**config.mk**
```make
export PLATFORM = sky130hd
export DESIGN_NAME = trimmed_mean_adc_averager_core_flat
export DESIGN_NICKNAME = d
export VERILOG_FILES = /design/src/rtl/tmaa_pkg.sv /design/src/rtl/tmaa_sample_if.sv /design/src/rtl/tmaa_result_if.sv /design/src/rtl/tmaa_datapath.sv /design/src/rtl/tmaa_ctrl.sv /design/src/rtl/trimmed_mean_adc_averager_core.sv /design/src/flat_wrapper.sv
export SDC_FILE = /design/constraint.sdc
export NUM_CORES = 1
export LEC_CHECK = 0
export ABC_AREA = 1
export BUFFER_PORTS_ARGS = -buffer_cell sky130_fd_sc_hd__buf_4
export CAP_MARGIN = 20
export CORE_MARGIN = 2
export CORE_UTILIZATION = 60
export DETAILED_ROUTE_END_ITERATION = 7
export PLACE_DENSITY_LB_ADDON = 0.08
export SLEW_MARGIN = 25
export SYNTH_ARGS = -nofsm -noshare
export SYNTH_HDL_FRONTEND = slang
export SYNTH_SLANG_ARGS = --single-unit
export TNS_END_PERCENT = 5
```
**constraint.sdc**
```tcl
create_clock -name clk -period 7.88 [get_ports clk]
set_input_delay 0.394 -clock clk [delete_from_list [all_inputs] [get_ports clk]]
set_output_delay 0.394 -clock clk [all_outputs]
set_load 0.03 [all_outputs]
```
**src/rtl/tmaa_pkg.sv**
```systemverilog
`default_nettype none
package tmaa_pkg;

	localparam int CFG_BITS   = 7;
	localparam int CFG_RESET  = 16;
	localparam int MIN_BURST  = 7;
	localparam int TRIM_COUNT = 6;
	localparam int OUT_BITS   = 12;
	localparam int OUT_MAX    = 4095;

	typedef struct packed {
		logic load;
		logic xsum;
		logic trim;
		logic step;
		logic finish;
	} ctl_cmd_t;

	typedef struct packed {
		logic last;
		logic div_last;
	} ctl_sts_t;

endpackage
`default_nettype wire

```
**src/rtl/tmaa_sample_if.sv**
```systemverilog
`default_nettype none
interface tmaa_sample_if #(
	parameter int SAMPLE_BITS = 12
);
	logic                   valid;
	logic                   ready;
	logic [SAMPLE_BITS-1:0] sample;

	modport source (output valid, output sample, input ready);
	modport sink   (input valid, input sample, output ready);
endinterface
`default_nettype wire

```
**src/rtl/tmaa_result_if.sv**
```systemverilog
`default_nettype none
interface tmaa_result_if;
	logic                           valid;
	logic                           ready;
	logic [tmaa_pkg::OUT_BITS-1:0]  trimmed_average;

	modport source (output valid, output trimmed_average, input ready);
	modport sink   (input valid, input trimmed_average, output ready);
endinterface
`default_nettype wire

```
**src/rtl/tmaa_datapath.sv**
```systemverilog
`default_nettype none
module tmaa_datapath #(
	parameter int SAMPLE_BITS = 12,
	parameter int MAX_BURST   = 64
) (
	input  wire logic                          clk,
	input  wire logic                          arst_n,
	input  wire logic                          cfg_wr_en,
	input  wire logic [tmaa_pkg::CFG_BITS-1:0] cfg_wr_data,
	input  wire logic [SAMPLE_BITS-1:0]        sample,
	input  wire tmaa_pkg::ctl_cmd_t            cmd,
	output tmaa_pkg::ctl_sts_t                 sts,
	output logic [tmaa_pkg::OUT_BITS-1:0]      trimmed_average
);
	import tmaa_pkg::*;

	localparam int PW  = $clog2(MAX_BURST + 1);
	localparam int CW  = (PW > CFG_BITS) ? PW : CFG_BITS;
	localparam int SW  = SAMPLE_BITS + PW;
	localparam int XW  = SAMPLE_BITS + 3;
	localparam int QW  = (SW > OUT_BITS) ? SW : OUT_BITS;
	localparam int DCW = $clog2(SW + 1);
	localparam logic [SAMPLE_BITS-1:0] SAMPLE_TOP = {SAMPLE_BITS{1'b1}};

	logic [CFG_BITS-1:0]    cfg_q;
	logic [PW-1:0]          pos_q;
	logic [SW-1:0]          sum_q;
	logic [SAMPLE_BITS-1:0] lo_q [3];
	logic [SAMPLE_BITS-1:0] hi_q [3];
	logic [SAMPLE_BITS-1:0] lo_n [3];
	logic [SAMPLE_BITS-1:0] hi_n [3];
	logic [PW-1:0]          divisor_q;
	logic [XW-1:0]          xsum_q;
	logic [SW-1:0]          quo_q;
	logic [PW-1:0]          rem_q;
	logic [DCW-1:0]         div_cnt_q;
	logic [OUT_BITS-1:0]    result_q;

	logic [CW-1:0]          cfg_ext;
	logic [PW-1:0]          count;
	logic [PW-1:0]          pos_inc;
	logic [PW:0]            trial;
	logic [PW:0]            diff;
	logic [QW-1:0]          quo_ext;

	always_ff @(posedge clk or negedge arst_n) begin
		if (!arst_n) begin
			cfg_q <= CFG_BITS'(CFG_RESET);
		end else if (cfg_wr_en) begin
			cfg_q <= cfg_wr_data;
		end
	end

	always_comb begin
		cfg_ext = CW'(cfg_q);
		priority if (cfg_ext < CW'(MIN_BURST)) begin
			count = PW'(MIN_BURST);
		end else if (cfg_ext > CW'(MAX_BURST)) begin
			count = PW'(MAX_BURST);
		end else begin
			count = PW'(cfg_ext);
		end
		pos_inc      = pos_q + PW'(1);
		sts.last     = (pos_inc >= count);
		sts.div_last = (div_cnt_q == DCW'(1));
	end

	// sorted insertion, strict compares
	always_comb begin
		lo_n = lo_q;
		hi_n = hi_q;
		if (sample < lo_q[2]) begin
			if (sample < lo_q[1]) begin
				lo_n[2] = lo_q[1];
				if (sample < lo_q[0]) begin
					lo_n[1] = lo_q[0];
					lo_n[0] = sample;
				end else begin
					lo_n[1] = sample;
				end
			end else begin
				lo_n[2] = sample;
			end
		end
		if (sample > hi_q[2]) begin
			if (sample > hi_q[1]) begin
				hi_n[2] = hi_q[1];
				if (sample > hi_q[0]) begin
					hi_n[1] = hi_q[0];
					hi_n[0] = sample;
				end else begin
					hi_n[1] = sample;
				end
			end else begin
				hi_n[2] = sample;
			end
		end
	end

	always_ff @(posedge clk or negedge arst_n) begin
		if (!arst_n) begin
			pos_q <= '0;
			sum_q <= '0;
			lo_q  <= '{default: SAMPLE_TOP};
			hi_q  <= '{default: '0};
		end else if (cmd.finish) begin
			pos_q <= '0;
			sum_q <= '0;
			lo_q  <= '{default: SAMPLE_TOP};
			hi_q  <= '{default: '0};
		end else if (cmd.load) begin
			pos_q <= pos_inc;
			sum_q <= sum_q + SW'(sample);
			lo_q  <= lo_n;
			hi_q  <= hi_n;
		end
	end

	always_ff @(posedge clk or negedge arst_n) begin
		if (!arst_n) begin
			div_cnt_q <= '0;
		end else if (cmd.trim) begin
			div_cnt_q <= DCW'(SW);
		end else if (cmd.step) begin
			div_cnt_q <= div_cnt_q - DCW'(1);
		end
	end

	// restoring divider, one quotient bit a cycle
	always_comb begin
		trial   = {rem_q, quo_q[SW-1]};
		diff    = trial - {1'b0, divisor_q};
		quo_ext = QW'(quo_q);
	end

	always_ff @(posedge clk) begin
		if (cmd.load && sts.last) begin
			divisor_q <= count - PW'(TRIM_COUNT);
		end
		if (cmd.xsum) begin
			xsum_q <= XW'(lo_q[0]) + XW'(lo_q[1]) + XW'(lo_q[2])
			        + XW'(hi_q[0]) + XW'(hi_q[1]) + XW'(hi_q[2]);
		end
		if (cmd.trim) begin
			quo_q <= (sum_q >= SW'(xsum_q)) ? (sum_q - SW'(xsum_q)) : '0;
			rem_q <= '0;
		end else if (cmd.step) begin
			if (!diff[PW]) begin
				rem_q <= diff[PW-1:0];
				quo_q <= {quo_q[SW-2:0], 1'b1};
			end else begin
				rem_q <= trial[PW-1:0];
				quo_q <= {quo_q[SW-2:0], 1'b0};
			end
		end
		if (cmd.finish) begin
			result_q <= (quo_ext > QW'(OUT_MAX)) ? OUT_BITS'(OUT_MAX)
			                                     : quo_ext[OUT_BITS-1:0];
		end
	end

	assign trimmed_average = result_q;

endmodule
`default_nettype wire

```
**src/rtl/tmaa_ctrl.sv**
```systemverilog
`default_nettype none
module tmaa_ctrl (
	input  wire logic               clk,
	input  wire logic               arst_n,
	input  wire logic               in_valid,
	output logic                    in_ready,
	output logic                    out_valid,
	input  wire logic               out_ready,
	input  wire tmaa_pkg::ctl_sts_t sts,
	output tmaa_pkg::ctl_cmd_t      cmd
);
	import tmaa_pkg::*;

	typedef enum logic [2:0] {
		S_IDLE,
		S_XSUM,
		S_TRIM,
		S_DIV,
		S_HOLD
	} state_t;

	state_t state_q;
	logic   out_valid_q;
	logic   accept;
	logic   out_free;

	always_comb begin
		in_ready   = (state_q == S_IDLE);
		accept     = in_valid && in_ready;
		out_free   = !out_valid_q || out_ready;
		cmd.load   = accept;
		cmd.xsum   = (state_q == S_XSUM);
		cmd.trim   = (state_q == S_TRIM);
		cmd.step   = (state_q == S_DIV);
		cmd.finish = (state_q == S_HOLD) && out_free;
	end

	always_ff @(posedge clk or negedge arst_n) begin
		if (!arst_n) begin
			state_q     <= S_IDLE;
			out_valid_q <= 1'b0;
		end else begin
			if (cmd.finish) begin
				out_valid_q <= 1'b1;
			end else if (out_ready) begin
				out_valid_q <= 1'b0;
			end
			unique case (state_q)
				S_IDLE: begin
					if (accept && sts.last) begin
						state_q <= S_XSUM;
					end
				end
				S_XSUM: begin
					state_q <= S_TRIM;
				end
				S_TRIM: begin
					state_q <= S_DIV;
				end
				S_DIV: begin
					if (sts.div_last) begin
						state_q <= S_HOLD;
					end
				end
				S_HOLD: begin
					if (out_free) begin
						state_q <= S_IDLE;
					end
				end
				default: begin
					state_q <= S_IDLE;
				end
			endcase
		end
	end

	assign out_valid = out_valid_q;

endmodule
`default_nettype wire

```
**src/rtl/trimmed_mean_adc_averager_core.sv**
```systemverilog
// Samples within a burst: one transaction per cycle, state updated at the accepting edge.
// Last sample of a burst: the controller then passes XSUM, TRIM, the bit-serial restoring
// divide (DIV) and HOLD before the result is valid; no samples are taken meanwhile.
// Input stalls while a finished result cannot enter a still occupied output register.
// Asynchronous active-low reset: count register to 16, burst state cleared, output empty.
`default_nettype none
module trimmed_mean_adc_averager_core #(
	parameter int SAMPLE_BITS = 12,
	parameter int MAX_BURST   = 64
) (
	input  wire logic                          clk,
	input  wire logic                          arst_n,
	input  wire logic                          cfg_wr_en,
	input  wire logic [tmaa_pkg::CFG_BITS-1:0] cfg_wr_data,
	tmaa_sample_if.sink                        adc,
	tmaa_result_if.source                      avg
);
	import tmaa_pkg::*;

	ctl_cmd_t               cmd;
	ctl_sts_t               sts;
	logic [SAMPLE_BITS-1:0] sample;

	assign sample = adc.sample;

	tmaa_ctrl u_ctrl (
		.clk       (clk),
		.arst_n    (arst_n),
		.in_valid  (adc.valid),
		.in_ready  (adc.ready),
		.out_valid (avg.valid),
		.out_ready (avg.ready),
		.sts       (sts),
		.cmd       (cmd)
	);

	tmaa_datapath #(
		.SAMPLE_BITS (SAMPLE_BITS),
		.MAX_BURST   (MAX_BURST)
	) u_datapath (
		.clk             (clk),
		.arst_n          (arst_n),
		.cfg_wr_en       (cfg_wr_en),
		.cfg_wr_data     (cfg_wr_data),
		.sample          (sample),
		.cmd             (cmd),
		.sts             (sts),
		.trimmed_average (avg.trimmed_average)
	);

endmodule
`default_nettype wire

```
**src/flat_wrapper.sv**
```systemverilog
// flat-port wrapper written by rule: the top's interface ports become plain ports
module trimmed_mean_adc_averager_core_flat import tmaa_pkg::*;
#(
	parameter int SAMPLE_BITS = 12,
	parameter int MAX_BURST   = 64
)
  (clk, arst_n, cfg_wr_en, cfg_wr_data, adc_valid, adc_sample, adc_ready, avg_valid, avg_trimmed_average, avg_ready);
  tmaa_sample_if #(.SAMPLE_BITS(SAMPLE_BITS)) adc_i ();
  tmaa_result_if avg_i ();
  input  wire logic clk;
  input  wire logic arst_n;
  input  wire logic cfg_wr_en;
  input  wire logic [tmaa_pkg::CFG_BITS-1:0] cfg_wr_data;
  input wire logic [$bits(adc_i.valid)-1:0] adc_valid;
  input wire logic [$bits(adc_i.sample)-1:0] adc_sample;
  output wire logic [$bits(adc_i.ready)-1:0] adc_ready;
  output wire logic [$bits(avg_i.valid)-1:0] avg_valid;
  output wire logic [$bits(avg_i.trimmed_average)-1:0] avg_trimmed_average;
  input wire logic [$bits(avg_i.ready)-1:0] avg_ready;
  assign adc_i.valid = adc_valid;
  assign adc_i.sample = adc_sample;
  assign adc_ready = adc_i.ready;
  assign avg_valid = avg_i.valid;
  assign avg_trimmed_average = avg_i.trimmed_average;
  assign avg_i.ready = avg_ready;
  trimmed_mean_adc_averager_core #(.SAMPLE_BITS(SAMPLE_BITS), .MAX_BURST(MAX_BURST)) u_core (.clk(clk), .arst_n(arst_n), .cfg_wr_en(cfg_wr_en), .cfg_wr_data(cfg_wr_data), .adc(adc_i), .avg(avg_i));
endmodule
```
==> results.toml, run 1 <==
[outcome]
outcome = "finished, final reports clean"

[logic_synthesis]
synth-xor-area-share_pct = 2.05
synth_fa_ha_area_share_pct = 19.0
synth_cell_types = 48
synth_most_common_cell = "nand2_1"
synth_seq_area_share_pct = 33.8
synth_cells = 1817
synth_area_leader_cell = "nand2_1"
synth_compound_gate_area_share_pct = 8.03
synth_mux_area_share_pct = 0.0823
synthArstFlopShare_pct = 65.5
syn_nets = 2018
synth-simple-area-share_pct = 26.3
yosysTopAreaCellShare_pct = 15.6
ys.flop_type = "dfrtp_1"
synth_area_mm2 = 0.0137
yosys_warnings = 0
ys_ff_latch = 174
synthTopCellsByArea = "nand2_1 (16%), dfrtp_1 (14%), edfxtp_1 (12%), ha_1 (12%), inv_1 (8.9%)"
postSynthAreaPerCell_um2 = 7.53
yosys-top-cells-count = "nand2_1 (570), inv_1 (326), ha_1 (126)"
synth_top_family_by_area = "simple AND/OR/NAND/NOR gates"
synth_edf_count = 53

[setup_path]
crit_required_ns = 8.08
slowest_stage = "fa_1"
worstPathArrival_ns = 4.19
cpPeakStageDelay_ns = 0.54
critPathTopFamily = "adder cells"
cp_num_buf_inv = 4
crit_fanout = 3
worstSetupStartpointType = "flop"
end_kind = "flop"
crit_chain = "inv_1, fa_1, inv_1, fa_1, inv_1, fa_1, inv_1, ha_1, fa_1, nand3_1, nand2_1, nand2_1, nand2_1, nand2_1, nand3b_1, a21oi_1, nor2_1"
critical_path_class = "flop to flop"

[global_route]
grt_pass1_wl_um = 56000
first_global_vias = 11000
track_usage_pct = 30.1
antenna_found_initial = 0
grt-ovfl-total = 0
grt_max_degree = 63

[floorplanning]
core_region_area_mm2 = 0.0225
initial_utilization_pct = 60.8
fp.dieArea_mm2 = 0.0240
dieHeight_um = 155
num_rows = 55
pin_count = 38
die-width_um = 155

[clock_network]
cts.clk_slew.worst_paths_ns = 0.07
cts_num_sinks = 174
clock_latency_ns = 0.44
cts_tree = "done"
cts_setup_buffers = 0
cts_resized = 0
holdBufCountCts = 0
cts_buffers = 17
htreeDepth = 4
cts_root_buffer = "clkbuf_16"
clockBufferDepth = 2

[sta]
fmax_mhz = 250
period_needed_ns = 3.99
timing.setup.tns_ns = 0
report.final.hold_viol_count = 0
grt_setup_unrepaired = "false"
maxSlewHeadroom_pct = 40.4
setup-violations-final = 0
finalCritPeriodShare_pct = 50.7
worstMarginPinSlew_ns = 0.894
finalClockSkew_ns = 0.0125
maxSlewViolCount = 0

[final_layout]
num_antenna_cells = 0
layout-drive-gt1-share_pct = 7.29
fillers = 1986
nets = 2041
syn2layout_area_growth_pct = 7.87

[placed_design]
hpwl_um = 26300
gp_congestion = 0.965
portBuffers = 37

[routing]
route.detailed.drc = 0
drt-total-wl_um = 35300
num_vias = 11600
via_per_inst = 5.44
drtIter0Drc = 894
first_pass_iters = 5
wire_per_inst_um = 16.5
ant_nets = 0

[flow_run]
cap_violations = 0

[min_path]
hp-class = "input pin to asynchronous set/reset pin"
per-layer routing:
metal / share of wire, % / track usage, %
met5: 0 / 0
met4: 4.4 / 13.9
met3: 6.0 / 3.98
met2: 48 / 52.5
met1: 41 / 37.4
sequential cells by signal, indices dropped and copies added (netlist names):
name                               cells
u_core.u_datapath.cfg_ext              7
u_core.u_datapath.rem_q                7
u_core.u_datapath.div_cnt_q            5
u_core.u_datapath.trimmed_average     12
u_core.u_datapath.hi_q                36
u_core.u_datapath.lo_q                36
u_core.u_datapath.divisor_q            7
u_core.u_datapath.sum_q               19
u_core.u_ctrl.state_q                  3
u_core.u_datapath.xsum_q              15
u_core.u_datapath.pos_q                7
u_core.u_datapath.quo_ext             19
u_core.u_ctrl.out_valid                1
worst register-to-register path: stages (launching register included):
cell and delay (ns):
dfstp_2 0.53, inv_1 0.07, fa_1 0.53, inv_1 0.05
fa_1 0.53, inv_1 0.06, fa_1 0.54, inv_1 0.05
ha_1 0.24, fa_1 0.43, nand3_1 0.11, nand2_1 0.11
nand2_1 0.08, nand2_1 0.08, nand2_1 0.07, nand3b_1 0.11
a21oi_1 0.14, nor2_1 0.05
cell usage in the layout (no fill, tap or decap), drive strengths merged:
master / count
clkbuf: 26
buf: 44
nand4: 27
nand3b: 7
conb: 1
o22ai: 3
clkinv: 6
ha: 126
a22oi: 1
fa: 51
inv: 330
nand3: 120
nor4: 5
mux2: 1
nor3: 10
and2: 2
a21o: 9
a31oi: 2
o21bai: 1
nand2: 577
a21oi: 83
nor2: 108
dfxtp: 7
a211oi: 1
dfrtp: 77
xor2: 19
edfxtp: 53
o21a: 2
a22o: 2
dfstp: 37
xnor2: 13
o21ai: 102
cell type report:
type,instances,area (um^2),area share (%)
multi-input cells,1273,7590,51.4
well taps,285,357,2.42
flip-flops and latches,174,4630,31.4
clock inverters,6,42.5,0.288
clock buffers,26,563,3.82
inverters,330,1240,8.44
repair buffers,44,330,2.24
final timing paths:
path / start / endpoint / slack, ns / cells after the start
worst max register to register: u_core.u_datapath.lo_q[2] / u_core.u_datapath.xsum_q[14] / 3.89 / 17
max in group asynchronous: arst_n / u_core.u_datapath.hi_q[16] / 6.52 / 2
worst max-delay path: u_core.u_datapath.lo_q[2] / u_core.u_datapath.xsum_q[14] / 3.89 / 17
worst min-delay path: arst_n / u_core.u_datapath.div_cnt_q[0] / 0.08 / 1
min in group clk: cfg_wr_data[3] / u_core.u_datapath.cfg_ext[3] / 0.15 / 3
worst min register to register: u_core.u_datapath.lo_q[21] / u_core.u_datapath.lo_q[21] / 0.47 / 2
per-stage QoR:
stage	hold slack, ns	cell area, um^2	setup WS, ns	util (%)	std cells
after floorplan	0.0984	13700	4.14	-	1817
after global placement	0.453	14200	3.97	62.9	2106
after detailed placement	0.457	14200	3.90	62.9	2106
after CTS	0.105	14800	3.89	65.6	2138
after global routing	0.141	14800	3.66	65.6	2138
final	0.0792	14800	3.89	65.6	2138
cells by family (layout without fill, tap and decap cells):
kind of cell | Yosys count | in the layout
AO/OA/AOI/OAI | 206 | 206
buffers and inverters | 370 | 406
flip-flops | 174 | 174
XOR/XNOR | 32 | 32
adder cells (fa/ha/maj) | 177 | 177
multiplexers | 1 | 1
other | 1 | 1
AND/OR/NAND/NOR | 856 | 856
Power of run 1 is not shown: default switching activity piles up to over one toggle a cycle in this logic, so the estimate is an artifact.
==> inputs of run 2 (changes only) <==
--- a/config.mk
+++ b/config.mk
@@ -9,7 +9,7 @@
 export BUFFER_PORTS_ARGS = -buffer_cell sky130_fd_sc_hd__buf_4
 export CAP_MARGIN = 20
 export CORE_MARGIN = 2
-export CORE_UTILIZATION = 60
+export CORE_UTILIZATION = 58
 export DETAILED_ROUTE_END_ITERATION = 7
 export PLACE_DENSITY_LB_ADDON = 0.08
 export SLEW_MARGIN = 25
==> constraint.sdc (replaced) <==
create_clock -name clk -period 3.3 [get_ports clk]
set_input_delay 0.165 -clock clk [delete_from_list [all_inputs] [get_ports clk]]
set_output_delay 0.165 -clock clk [all_outputs]
set_load 0.03 [all_outputs]
==> run 2 against run 1 <==
  * The run now ends with setup timing left
  * Clock skew grew 0.0041 ns
  * Die area grew 3.4%
  * Setup slack lost 4.3 ns
  * Clock-buffer cell count shrank 9
==> results.toml, run 2 (synthesized netlist as in run 1, its figures left out) <==
[setup_path]
cpPeakStageDelay_ns = 0.54
cp-startpoint = "u_core.u_datapath.lo_q[14]"
end_kind = "flop"
worstPathArrival_ns = 3.91
reg2regPathDepth = 17
crit_fanout = 3
crit_end = "u_core.u_datapath.xsum_q[14]"
timing.rr.start = "u_core.u_datapath.lo_q[14]"
cpMostUsedCell = "nand2_2"
critical_path_class = "flop to flop"
slowest_stage = "dfstp_2"
crit_chain = "inv_2, fa_1, inv_1, fa_1, inv_1, fa_1, inv_2, ha_4, fa_2, nand3_2, nand2_2, nand2_2, nand2_2, nand2_2, nand3b_1, a21oi_1, nor2_1"
r2r_setup_slack_ns = -0.41
crit_required_ns = 3.50
r2r_end = "u_core.u_datapath.xsum_q[14]"
worstSetupStartpointType = "flop"

[placed_design]
hpwl_um = 27200
gp_congestion = 0.949
portBuffers = 37

[floorplanning]
fp.dieArea_mm2 = 0.0248
core_region_area_mm2 = 0.0233
initial_utilization_pct = 58.6
pin_count = 38
dieHeight_um = 158
num_rows = 56
die-width_um = 158

[global_route]
track_usage_pct = 30.3
grt_pass1_wl_um = 58100
antenna_found_initial = 0
grt_max_degree = 74
first_global_vias = 11600
grt-ovfl-total = 0

[sta]
fmax_mhz = 269
maxSlewHeadroom_pct = 49.1
grt_setup_unrepaired = "true"
finalCritPeriodShare_pct = 113
timing.final.ws_setup_ns = -0.414
report.final.hold_viol_count = 0
setup-violations-final = 11
finalClockSkew_ns = 0.0166
worstMarginPinSlew_ns = 0.761
maxSlewViolCount = 0
period_needed_ns = 3.71

[routing]
topRoutingLayerUsed = "met4"
dr_wl_met3_um = 1890
wire_per_inst_um = 15.6
drt-met1-wl_um = 15500
ant_nets = 0
num_vias = 12100
drt-total-wl_um = 35800
first_pass_iters = 6
wl_met2_um = 17200
route.detailed.drc = 0
via_per_inst = 5.26
drtIter0Drc = 863

[final_layout]
fillers = 2031
nets = 2162
layout-drive-gt1-share_pct = 13.8
num_antenna_cells = 0
final_cell_mix = "nand2_1 (564), inv_1 (319), buf_4 (150)"
syn2layout_area_growth_pct = 15.9
reg.largest.list = "u_core.u_datapath.hi_q x36, u_core.u_datapath.lo_q x36"
layout_commonest_cell = "nand2_1"
final_util_pct = 68.0

[clock_network]
htreeDepth = 4
cts_num_sinks = 174
cts.clk_slew.worst_paths_ns = 0.07
cts_buffers = 17
cts_tree = "done"
cts_root_buffer = "clkbuf_16"
clock_latency_ns = 0.45
clockBufferDepth = 2

[outcome]
violations = "setup timing"
outcome = "finished, violations left"

[min_path]
hp-class = "input pin to flop"

[flow_run]
cap_violations = 0
-- run 2: cell types whose count changed in the layout (fill, tap and decap cells not counted), moves of 4 or more --
cell | previous run | this run
inv_8 | 0 | 4
clkbuf_8 | 4 | 0
dlygate4sd3_1 | 0 | 13
nand2_1 | 570 | 564
nand2_2 | 3 | 9
inv_2 | 2 | 9
ha_4 | 0 | 7
inv_6 | 1 | 6
ha_1 | 126 | 119
inv_1 | 326 | 319
buf_4 | 44 | 150
a21oi_1 | 82 | 77
a21oi_2 | 1 | 6
-- run 2: layout make-up --
| cell class | instances | area [um^2] | area share (%) |
|---|---|---|---|
| multi-input cells | 1273 | 7720 | 48.7 |
| flip-flops and latches | 174 | 4630 | 29.2 |
| repair buffers | 165 | 1290 | 8.12 |
| inverters | 330 | 1240 | 7.85 |
| clock buffers | 17 | 425 | 2.68 |
| well taps | 319 | 399 | 2.52 |
| clock inverters | 15 | 148 | 0.931 |
-- run 2: worst min-delay path by stage --
stage	startpoint	endpoint	slack, ns	cells past startpoint
after floorplan	arst_n	u_core.u_ctrl.out_valid	-0.13	0
after global placement	cfg_wr_data[3]	u_core.u_datapath.cfg_ext[3]	0.38	3
after detailed placement	cfg_wr_data[1]	u_core.u_datapath.cfg_ext[1]	0.38	3
after CTS	cfg_wr_en	u_core.u_datapath.cfg_ext[3]	0.0004	2
after global routing	cfg_wr_en	u_core.u_datapath.cfg_ext[3]	0.04	2
final	cfg_wr_en	u_core.u_datapath.cfg_ext[3]	0.007	2
-- run 2: critical path: cells and delay by family, from the launching register on --
kind | cells | cell delay [ns]
flops | 1 | 0.54
simple gates | 7 | 0.52
compound gates | 1 | 0.16
fa+ha+maj | 5 | 2.06
buf+inv | 4 | 0.20
-- run 2: routing by layer --
| layer | GRT usage [%] | up-vias |
|---|---|---|
| met2 | 52.2 | 315 |
| li1 | - | 6034 |
| met4 | 12.2 | 0 |
| met5 | 0 | - |
| met1 | 38.2 | 5640 |
| met3 | 4.87 | 69 |
-- run 2: metrics by stage --
stage	area, um^2	hold slack (ns)	setup TNS, ns	cells	setup WS, ns
5_1_grt	15900	0.0404	-3.81	2293	-0.552
3_3_place_gp	15100	0.376	-2.09	2247	-0.333
2_1_floorplan	13800	-0.131	-0.889	1817	-0.217
6_report	15900	0.00704	-2.50	2293	-0.414
3_5_place_dp	15100	0.379	-2.44	2247	-0.354
4_1_cts	15800	0.000368	-2.26	2292	-0.370
-- run 2: what timing repair did --
action / 4_1_cts / 5_1_grt
endpoints found under the setup margin: 11 / 11
setup buffers: 0 / 1
hold endpoints to repair: 77 / 0
hold buffers: 13 / 0
cloned: 0 / 0
pin swaps: 5 / 6
resized for setup: 10 / 8
Power of run 2 is left out for the same reason.
